### src/rtl/clsr_pkg.sv
package clsr_pkg;

  localparam logic [30:0] MOD1        = 31'd2147483563;
  localparam logic [30:0] MOD2        = 31'd2147483399;
  localparam logic [15:0] MUL1        = 16'd40014;
  localparam logic [15:0] MUL2        = 16'd40692;
  localparam logic [15:0] QUO1        = 16'd53668;
  localparam logic [15:0] QUO2        = 16'd52774;
  localparam logic [13:0] REM1        = 14'd12211;
  localparam logic [13:0] REM2        = 14'd3791;
  localparam logic [30:0] SEED2_RESET = 31'd123456789;
  localparam logic [30:0] WRAP_SPAN   = 31'd2147483562;

  // floor(2^32 / quotient) for the reciprocal divide in each lane
  localparam logic [16:0] RECIP1 = 17'((64'd1 << 32) / 64'(QUO1));
  localparam logic [16:0] RECIP2 = 17'((64'd1 << 32) / 64'(QUO2));

  // cycles from a state change until the step results are registered
  localparam int unsigned WAIT_W   = 3;
  localparam logic [2:0]  STEP_LAT = 3'd4;

  typedef enum logic [1:0] {
    ST_IDLE,
    ST_WARM,
    ST_DRAW
  } state_e;

  typedef struct packed {
    logic load;
    logic commit_warm;
    logic warm_wr;
    logic warm_last;
    logic commit_draw;
  } cmd_t;

  typedef struct packed {
    logic g1_zero;
  } sts_t;

endpackage

### src/rtl/clsr_ctrl.sv
module clsr_ctrl #(
  parameter int unsigned TABLE_DEPTH = 32
) (
  input  logic                         clk_i,
  input  logic                         rst_ni,
  input  logic                         in_valid_i,
  output logic                         in_stall_o,
  input  logic                         restart_i,
  output logic                         out_valid_o,
  input  logic                         out_stall_i,
  input  clsr_pkg::sts_t               sts_i,
  output clsr_pkg::cmd_t               cmd_o,
  output logic [$clog2(TABLE_DEPTH)-1:0] wr_addr_o
);
  import clsr_pkg::*;

  localparam int unsigned AW = $clog2(TABLE_DEPTH);
  localparam int unsigned CW = $clog2(TABLE_DEPTH + 8);
  localparam logic [CW-1:0] CNT_START = CW'(TABLE_DEPTH + 7);
  localparam logic [CW-1:0] CNT_DEPTH = CW'(TABLE_DEPTH);

  state_e            state_q, state_d;
  logic [WAIT_W-1:0] wait_q, wait_d;
  logic [CW-1:0]     cnt_q, cnt_d;
  logic              out_valid_q, out_valid_d;
  logic              accept;
  logic              out_free;
  logic              step_done;

  always_ff @(posedge clk_i or negedge rst_ni) begin
    if (!rst_ni) begin
      state_q     <= ST_IDLE;
      wait_q      <= '0;
      cnt_q       <= '0;
      out_valid_q <= 1'b0;
    end else begin
      state_q     <= state_d;
      wait_q      <= wait_d;
      cnt_q       <= cnt_d;
      out_valid_q <= out_valid_d;
    end
  end

  assign in_stall_o  = (state_q != ST_IDLE);
  assign out_valid_o = out_valid_q;
  assign wr_addr_o   = cnt_q[AW-1:0];

  always_comb begin
    accept      = in_valid_i && (state_q == ST_IDLE);
    out_free    = !out_valid_q || !out_stall_i;
    step_done   = (wait_q == STEP_LAT);
    state_d     = state_q;
    wait_d      = step_done ? wait_q : wait_q + 1'b1;
    cnt_d       = cnt_q;
    out_valid_d = out_valid_q && out_stall_i;
    cmd_o       = '0;
    unique case (state_q)
      ST_IDLE: begin
        if (accept) begin
          wait_d = '0;
          if (restart_i || sts_i.g1_zero) begin
            cmd_o.load = 1'b1;
            cnt_d      = CNT_START;
            state_d    = ST_WARM;
          end else begin
            state_d = ST_DRAW;
          end
        end
      end
      ST_WARM: begin
        if (step_done) begin
          cmd_o.commit_warm = 1'b1;
          cmd_o.warm_wr     = (cnt_q < CNT_DEPTH);
          wait_d            = '0;
          if (cnt_q == '0) begin
            cmd_o.warm_last = 1'b1;
            state_d         = ST_DRAW;
          end else begin
            cnt_d = cnt_q - 1'b1;
          end
        end
      end
      ST_DRAW: begin
        if (step_done && out_free) begin
          cmd_o.commit_draw = 1'b1;
          out_valid_d       = 1'b1;
          state_d           = ST_IDLE;
        end
      end
      default: begin
        state_d = ST_IDLE;
      end
    endcase
  end

endmodule

### src/rtl/clsr_dp.sv
module clsr_dp #(
  parameter int unsigned TABLE_DEPTH = 32
) (
  input  logic                           clk_i,
  input  logic                           rst_ni,
  input  logic [30:0]                    seed_i,
  input  clsr_pkg::cmd_t                 cmd_i,
  input  logic [$clog2(TABLE_DEPTH)-1:0] wr_addr_i,
  output clsr_pkg::sts_t                 sts_o,
  output logic [30:0]                    deviate_o
);
  import clsr_pkg::*;

  localparam int unsigned AW = $clog2(TABLE_DEPTH);
  localparam longint unsigned BUCKET_L =
    64'd1 + (64'(WRAP_SPAN) / 64'(TABLE_DEPTH));
  localparam longint unsigned RB_L = (64'd1 << 32) / BUCKET_L;
  localparam int unsigned RBW = $clog2(RB_L + 1);
  localparam int unsigned QW  = RBW;
  localparam int unsigned PBW = 31 + RBW;
  localparam logic [QW:0] IDX_MAX = (QW + 1)'(TABLE_DEPTH - 1);

  logic [30:0] g1_q, g2_q;
  logic [30:0] last_q;
  logic [30:0] dev_q;
  logic [30:0] seed_eff;
  logic [30:0] n_w [2];

  // index pipeline
  logic [PBW-1:0] pb_q;
  logic [QW-1:0]  kb_c, kb_q;
  logic [31:0]    tb_q;
  logic [QW:0]    kc_c;
  logic [AW-1:0]  idx_q;
  logic [30:0]    rd_q;
  logic [30:0]    mem [TABLE_DEPTH];

  logic signed [32:0] y_c;
  logic [30:0]        y;

  for (genvar l = 0; l < 2; l++) begin : g_lane
    localparam logic [15:0] MUL   = (l == 0) ? MUL1 : MUL2;
    localparam logic [15:0] QUO   = (l == 0) ? QUO1 : QUO2;
    localparam logic [13:0] REM   = (l == 0) ? REM1 : REM2;
    localparam logic [30:0] MODV  = (l == 0) ? MOD1 : MOD2;
    localparam logic [16:0] RECIP = (l == 0) ? RECIP1 : RECIP2;

    logic [30:0] x;
    logic [47:0] p_q;
    logic [15:0] k0;
    logic [15:0] k_q, k_c;
    logic [16:0] t_q, t_c;
    logic [31:0] a_q, b_q;
    logic [32:0] r_c;
    logic [30:0] n_q;

    assign x  = (l == 0) ? g1_q : g2_q;
    assign k0 = p_q[47:32];

    always_comb begin
      if (t_q >= 17'(QUO)) begin
        k_c = k_q + 16'd1;
        t_c = t_q - 17'(QUO);
      end else begin
        k_c = k_q;
        t_c = t_q;
      end
      r_c = {1'b0, a_q} - {1'b0, b_q};
      if (r_c[32]) begin
        r_c = r_c + 33'(MODV);
      end
    end

    always_ff @(posedge clk_i) begin
      p_q <= 48'(x) * 48'(RECIP);
      k_q <= k0;
      t_q <= 17'(32'(x) - 32'(k0) * 32'(QUO));
      a_q <= 32'(MUL) * 32'(t_c[15:0]);
      b_q <= 32'(k_c) * 32'(REM);
      n_q <= r_c[30:0];
    end

    assign n_w[l] = n_q;
  end

  assign seed_eff = (seed_i == 31'd0) ? 31'd1 : seed_i;
  assign kb_c     = QW'(pb_q >> 32);

  always_comb begin
    kc_c = (tb_q >= 32'(BUCKET_L)) ? ({1'b0, kb_q} + 1'b1) : {1'b0, kb_q};
    if (kc_c > IDX_MAX) begin
      kc_c = IDX_MAX;
    end
    y_c = $signed({2'b00, rd_q}) - $signed({2'b00, n_w[1]});
    if (y_c < 33'sd1) begin
      y_c = y_c + $signed({2'b00, WRAP_SPAN});
    end
    if (y_c < 33'sd0) begin
      y_c = '0;
    end
    y = y_c[30:0];
  end

  always_ff @(posedge clk_i) begin
    pb_q  <= PBW'(last_q) * PBW'(RB_L);
    kb_q  <= kb_c;
    tb_q  <= 32'(last_q) - 32'(64'(kb_c) * BUCKET_L);
    idx_q <= kc_c[AW-1:0];
    rd_q  <= mem[idx_q];
  end

  always_ff @(posedge clk_i) begin
    if (cmd_i.commit_warm && cmd_i.warm_wr) begin
      mem[wr_addr_i] <= n_w[0];
    end else if (cmd_i.commit_draw) begin
      mem[idx_q] <= n_w[0];
    end
  end

  always_ff @(posedge clk_i) begin
    if (cmd_i.commit_draw) begin
      dev_q <= y;
    end
  end

  always_ff @(posedge clk_i or negedge rst_ni) begin
    if (!rst_ni) begin
      g1_q   <= '0;
      g2_q   <= SEED2_RESET;
      last_q <= '0;
    end else if (cmd_i.load) begin
      g1_q <= seed_eff;
      g2_q <= seed_eff;
    end else if (cmd_i.commit_warm) begin
      g1_q <= n_w[0];
      if (cmd_i.warm_last) begin
        last_q <= n_w[0];
      end
    end else if (cmd_i.commit_draw) begin
      g1_q   <= n_w[0];
      g2_q   <= n_w[1];
      last_q <= y;
    end
  end

  assign sts_o.g1_zero = (g1_q == 31'd0);
  assign deviate_o     = dev_q;

endmodule

### src/rtl/combined_lcg_shuffle_rng_top.sv
// Combined two-generator multiplicative congruential source with a shuffle table. Each
// accepted request gives one deviate in 1..2147483562; the uniform fraction is
// deviate / 2147483563. Both generators advance through a four-stage Schrage pipeline
// (reciprocal divide, correction, constant multiplies, modulus fold) that also looks up
// the shuffle slot, so an ordinary draw is one pass through the pipeline; its result is
// registered when the pass ends and the output register is free. A request with restart
// set, or the first one after reset, reseeds first and runs TABLE_DEPTH+8 warm-up steps,
// each one pass through the pipeline. Input is stalled while a request is in flight; a
// finished result waits in an output register while the next request is taken.
module combined_lcg_shuffle_rng_top #(
  parameter int unsigned TABLE_DEPTH = 32
) (
  input  logic        clk_i,
  input  logic        rst_ni,
  input  logic        in_valid_i,
  output logic        in_stall_o,
  input  logic        restart_i,
  input  logic [30:0] seed_i,
  output logic        out_valid_o,
  input  logic        out_stall_i,
  output logic [30:0] deviate_o
);
  import clsr_pkg::*;

  localparam int unsigned AW = $clog2(TABLE_DEPTH);

  cmd_t          cmd;
  sts_t          sts;
  logic [AW-1:0] wr_addr;

  clsr_ctrl #(
    .TABLE_DEPTH(TABLE_DEPTH)
  ) u_ctrl (
    .clk_i      (clk_i),
    .rst_ni     (rst_ni),
    .in_valid_i (in_valid_i),
    .in_stall_o (in_stall_o),
    .restart_i  (restart_i),
    .out_valid_o(out_valid_o),
    .out_stall_i(out_stall_i),
    .sts_i      (sts),
    .cmd_o      (cmd),
    .wr_addr_o  (wr_addr)
  );

  clsr_dp #(
    .TABLE_DEPTH(TABLE_DEPTH)
  ) u_dp (
    .clk_i     (clk_i),
    .rst_ni    (rst_ni),
    .seed_i    (seed_i),
    .cmd_i     (cmd),
    .wr_addr_i (wr_addr),
    .sts_o     (sts),
    .deviate_o (deviate_o)
  );

endmodule

### config.mk
export PLATFORM = sky130hd
export DESIGN_NAME = combined_lcg_shuffle_rng_top
export DESIGN_NICKNAME = d
export VERILOG_FILES = /design/src/rtl/clsr_pkg.sv /design/src/rtl/clsr_ctrl.sv /design/src/rtl/clsr_dp.sv /design/src/rtl/combined_lcg_shuffle_rng_top.sv
export SDC_FILE = /design/constraint.sdc
export NUM_CORES = 2
export LEC_CHECK = 0
export ABC_AREA = 1
export BUFFER_PORTS_ARGS = -buffer_cell sky130_fd_sc_hd__buf_2
export CAP_MARGIN = 0
export CORE_AREA = 3 3 506 508
export DETAILED_ROUTE_END_ITERATION = 10
export DIE_AREA = 0 0 509 511
export GPL_TIMING_DRIVEN = 0
export SYNTH_ARGS = -nofsm -noshare
export SYNTH_HDL_FRONTEND = slang
export SYNTH_HIERARCHICAL = 1
export SYNTH_SLANG_ARGS = --single-unit
### constraint.sdc
create_clock -name clk_i -period 7 [get_ports clk_i]
set_input_delay 0.7 -clock clk_i [delete_from_list [all_inputs] [get_ports clk_i]]
set_output_delay 0.7 -clock clk_i [all_outputs]
set_load 0.1 [all_outputs]
After elaboration in Yosys (flattened, before gate mapping). Memories as Yosys holds them, arrays and structs flattened. A register that Yosys moved wholly into a read port is not among the register bits. Cells that the tools add are included.

Bits in registers: 547. Memory bits (writable): 992. Output and inout bits: 33. Memories: 1.

$add $sub $neg: 16. Multipliers: 9. $lt $le $gt $ge: 7. Eq/ne operators: 11. Muxes and demuxes: 52. Bitwise gates (word level): 1. Reductions and logical operators: 22.

Memory list: u_dp.mem (depth 32, bits a word 31, read ports 1, clocked after Yosys merged registers in 1, write ports 1, line clsr_dp.sv:36) `logic [30:0] mem [TABLE_DEPTH];`.

Operators by type and width (count): 31-bit 2-to-1 mux (14); 16-bit 2-to-1 mux (4); 31-bit adder, second input constant (2); 31-bit zero test (2); 31-bit by 15-bit multiplier with 46-bit output, second input constant (1); 31-bit by 14-bit multiplier with 45-bit output, second input constant (1); 17-bit by 16-bit greater-or-equal comparator with 1-bit output, second input constant (2); 17-bit subtractor (2); 33-bit by 32-bit adder with 33-bit output, second input constant (1); 33-bit by 1-bit less-than comparator with 1-bit output, second input constant (1); 33-bit by 2-bit less-than comparator with 1-bit output, second input constant (1); 33-bit 2-to-1 mux (1); 32-bit by 28-bit subtractor with 33-bit output (1); 32-bit by 30-bit subtractor with 33-bit output (1); 16-bit by 1-bit adder with 16-bit output, second input constant (2); 32-bit by 26-bit greater-or-equal comparator with 1-bit output, second input constant (1); 16-bit subtractor, second input constant (2); 31-bit by 31-bit subtractor with 32-bit output (1); 31-bit by 32-bit subtractor with 32-bit output (1); 15-bit by 16-bit multiplier with 31-bit output, first input constant (1); 31-bit OR reduction (1); 14-bit by 16-bit multiplier with 30-bit output, first input constant (1); 16-bit by 14-bit multiplier with 30-bit output, second input constant (1); 5-bit by 25-bit multiplier with 30-bit output, second input constant (1); other kinds (34) (72).

Depth between registers and ports, before layout.
Depth in word-level cells: 10. Mapped depth: 40. Gate-level depth less buffers: 40.

By module. The synthesis kept the hierarchy.

By module, submodules not included: clsr_dp (times used 1, cells an instance 9969, area each 99828.2 sq um); clsr_ctrl (times used 1, cells an instance 112, area each 807.0 sq um).

Worst setup path after synthesis. Ideal clock, no wire load.

Path kind: register to register. Start point: register u_dp.g_lane[1].t_q[1]. End point: register u_dp.g_lane[1].a_q[26]. Setup time: 72 ps. Data arrival time: 6567 ps. Path slack: 361 ps. Cell stages (with the launch flop): 35. Buffers on the path: 1. Clock period less this slack: 6639 ps. Cells stage by stage: dfxtp_1 ha_1 inv_1 nand2_1 a21oi_1 nand3_1 nand3_1 nand3_2 buf_2 nand2_1 xor2_1 inv_1 fa_1 inv_1 ha_1 inv_1 fa_1 inv_1 fa_1 fa_1 inv_1 fa_1 inv_1 ha_1 nand2_1 inv_1 nand3_1 nor3_1 a21oi_1 o21ai_0 inv_1 o21ai_0 nand3_1 nand2_1 xor2_1.

Word-level cells in the longest chain between the ends: 3. Elaborated cells between the ends (all ways): 4. Those cells by class: add/sub: 1; mul: 1; order compare: 1; mux: 1.

RTL lines: from (decl) (line clsr_dp.sv:52) `logic [16:0] t_q, t_c;`; from (signal assigned) (line clsr_dp.sv:77) `t_q <= 17'(32'(x) - 32'(k0) * 32'(QUO));`; 16-bit subtractor or 17-bit by 16-bit greater-or-equal comparator with 1-bit output (tied branches) (line clsr_dp.sv:63, clsr_dp.sv:61); 16-bit 2-to-1 mux (*) (line clsr_dp.sv:61) `if (t_q >= 17'(QUO)) begin`; 14-bit by 16-bit multiplier with 30-bit output (*) (line clsr_dp.sv:78) `a_q <= 32'(MUL) * 32'(t_c[15:0]);`; to (signal assigned) (line clsr_dp.sv:78); to (decl) (line clsr_dp.sv:53) `logic [31:0] a_q, b_q;`.

Mark *: on every way between the ends. The rest lies on a longest branch, timed or not. A chain may end at the register's enable or synchronous reset.

Worst setup path in the final report.
Start point: register u_dp.g_lane[1].t_q[9]. End point: register u_dp.g_lane[1].a_q[26].

The elaborated chain is that of the path after synthesis.

==> flow_metrics.py <==
metrics = {
    "global_route": {
        "overflow": 0,
        "grt_max_degree": 71,
        "grtUsageTotal": 0.244,
        "antenna_found_initial": 27,
        "grt_pass1_vias": 75313,
        "grt_pass1_wl_mm": 476,
    },
    "job": {
        "maxCapViolCount": 1,
    },
    "sta": {
        "rsz0062_at_grt": "yes",
        "finalSetupViolCount": 0,
        "period_needed_ns": 6.77,
        "hold_violations": 0,
        "relSlewSlack": -0.00226,
        "finClkSkew_ns": 0.0832,
        "max_freq_mhz": 148,
        "worst_pin_slew_ns": 1.50,
        "period_share": 0.967,
        "drv_slew": 11,
    },
    "logic_synthesis": {
        "syn_nets": 11861,
        "ys_seq_elements": 1483,
        "ys_seq_area_frac": 0.402,
        "synthesis.instances": 10081,
        "synth_edf_count": 1023,
        "syn_area_per_cell_um2": 9.98,
        "ys_dominant_reg_cell": "edfxtp_1",
        "yosys_warnings": 6,
        "syn_area_um2": 101000,
        "synth_cell_types": 69,
        "async_reset_ff_frac": 0.0701,
    },
    "floorplanning": {
        "fp-row-count": 184,
        "die-width_um": 509,
        "die_y_um": 511,
        "design.die.area_um2": 260000,
        "ios": 69,
        "core_um2": 252000,
        "start_util": 0.400,
    },
    "clock_tree": {
        "htreeDepth": 4,
        "clock_sinks": 1483,
        "cts-root-buf": "clkbuf_16",
        "clockBufferDepth": 3,
        "numCtsBuffers": 156,
        "cts_tree": "yes",
        "insertion_delay_ns": 0.86,
        "clk_pin_slew_ns": 0.07,
    },
    "cells_and_area": {
        "area_growth_pct": 12.9,
        "layout.cells.most_common_list": "inv_1 (1564), nand2_1 (1192), edfxtp_1 (1023)",
        "fill_cells": 23447,
        "final_common_cell": "inv_1",
        "final_area_um2": 114000,
        "drive_gt1_frac": 0.0770,
        "nNetsFinal": 12200,
    },
    "worst_setup_path": {
        "path_class": "register to register",
        "slowest_delay_ns": 0.55,
        "required_ns": 7.74,
        "worst-path-max-fanout": 7,
        "cp_slowest_cell": "fa_1",
        "cp-start-kind": "register",
        "end_kind": "register",
        "arrival_ns": 7.51,
        "path_common_cell": "fa_1",
    },
    "routing": {
        "drc": 0,
        "drt-initial-drc-count": 8132,
        "viasPerCell": 5.41,
        "routed_wl_mm": 321,
        "drtAntennaViolNets": 0,
        "wl_per_cell_um": 23.1,
        "vias": 75318,
        "drt_first_pass_iters": 6,
    },
    "min_path": {
        "hp-class": "input port to register",
    },
    "placed_design": {
        "place.gp.congestion": 1.00,
        "io_buffers": 68,
        "placed_area_um2": 107000,
        "hpwl_mm": 252,
    },
    "run_status": {
        "violations": "max-capacitance violations, max-slew violations",
        "status": "finished, violations left",
    },
}
## metrics by stage
| stage | hold slack, ns | cells | worst slack [ns] | util | TNS [ns] |
|---|---|---|---|---|---|
| finish | 0.178 | 13913 | 0.233 | 0.452 | 0 |
| global route | 0.135 | 13905 | -0.0775 | 0.452 | -0.447 |
| CTS | 0.0800 | 13857 | -0.00223 | 0.447 | -0.00223 |
| detailed placement | 0.347 | 13556 | -0.963 | 0.424 | -22.90 |
| global placement | 0.317 | 13497 | -2.30 | 0.418 | -2019.03 |
| floorplan | 0.310 | 10081 | 0.361 | - | 0 |
## worst max-delay path, delay by kind of cell (launching register included)
family / cells / cell delay [ns]
fa+ha+maj: 7 / 3.21
simple gates: 8 / 1.47
compound gates: 5 / 0.82
buf+inv: 5 / 0.48
flops: 1 / 0.38
xor+xnor: 2 / 0.34
## final cells by class
cell class	count	area, um2	area share
Antenna cell	18	45.0	0.000396
Buffer	271	1110	0.00979
Clock buffer	193	4080	0.0359
Clock inverter	92	1210	0.0107
Inverter	1604	6040	0.0531
Multi-Input combinational cell	6724	54400	0.479
Sequential cell	1483	40500	0.357
Tap cell	3348	4190	0.0369
Timing Repair Buffer	180	2010	0.0177
## layer usage
| metal | part of all wire | global-route usage | routed length (um) |
|---|---|---|---|
| met1 | 0.42 | 0.336 | 136000 |
| met2 | 0.44 | 0.373 | 141000 |
| met3 | 0.096 | 0.0557 | 30900 |
| met4 | 0.040 | 0.0891 | 12800 |
| met5 | 0.00070 | 0.00500 | 226 |
## Yosys cell counts, drive strengths merged (3+ instances only)
master / count / share of area
o211ai: 12 / 0.00090
inv: 1602 / 0.060
a32oi: 30 / 0.0026
dfxtp: 356 / 0.071
nand4: 82 / 0.0052
o221ai: 213 / 0.019
dfstp: 16 / 0.0042
buf: 34 / 0.0019
a21o: 28 / 0.0021
a221oi: 7 / 0.00061
a211oi: 7 / 0.00052
o21ai: 803 / 0.040
edfxtp: 1023 / 0.31
xor2: 295 / 0.026
nand2: 1228 / 0.046
o21a: 21 / 0.0016
a21oi: 426 / 0.021
fa: 709 / 0.14
nand3: 355 / 0.020
o2111ai: 4 / 0.00035
o31ai: 5 / 0.00042
clkbuf: 237 / 0.0088
o22ai: 45 / 0.0028
ha: 1035 / 0.13
a21boi: 14 / 0.0010
nor3b: 3 / 0.00022
nor4: 27 / 0.0017
nor2: 997 / 0.038
a31oi: 80 / 0.0050
a31o: 3 / 0.00026
dfrtp: 88 / 0.022
nand3b: 18 / 0.0013
xnor2: 137 / 0.012
and2: 8 / 0.00050
o21bai: 33 / 0.0025
nor3: 73 / 0.0038
and3: 4 / 0.00025
or2: 9 / 0.00056
## state kept, by name (all words and copies together), names as in the netlist, 32 cells and up
signal,cells
u_dp/mem,992
u_dp/g_lane.n_q,62
u_dp/g_lane.a_q,61
u_dp/g_lane.b_q,58
u_dp/g_lane.t_q,34
u_dp/g_lane.k_q,32
u_dp/g_lane.p_q,32
## what timing repair did
item,4_1_cts,5_1_grt
hold buffers,1,0
resized for setup,85,150
cloned,0,1
setup endpoints to repair,50,41
setup buffers,15,37
pin swaps,8,34
hold endpoints to repair,34,0
## final timing paths
kind                            slack (ns)                      to  cells past startpoint              startpoint
worst max-delay path                  0.23  u_dp/g_lane[1].a_q[26]                     27   u_dp/g_lane[1].t_q[9]
worst min-delay path                  0.18           u_dp/g2_q[19]                      3              seed_i[19]
worst max register to register        0.23  u_dp/g_lane[1].a_q[26]                     27   u_dp/g_lane[1].t_q[9]
worst min register to register        0.35  u_dp/g_lane[0].k_q[15]                      0  u_dp/g_lane[0].p_q[47]
max in group asynchronous             5.67            u_dp/g2_q[0]                      3                  rst_ni
min in group asynchronous             0.51          u_dp/last_q[6]                      2                  rst_ni
## kinds of logic (layout without fill, tap and decap cells)
kind of cell             count (synthesis)  after routing  synth area share
buffers and inverters                 1875           2340            0.0706
flip-flops                            1483           1483             0.402
adder cells (fa/ha/maj)               1744           1744             0.270
AO/OA/AOI/OAI                         1740           1740             0.102
XOR/XNOR                               432            432            0.0380
AND/OR/NAND/NOR                       2807           2808             0.118
other                                    0             18                 0
Power is left out: the tool's default activity adds up to more than one toggle a clock period on the data nets, which glitch-free logic cannot reach.
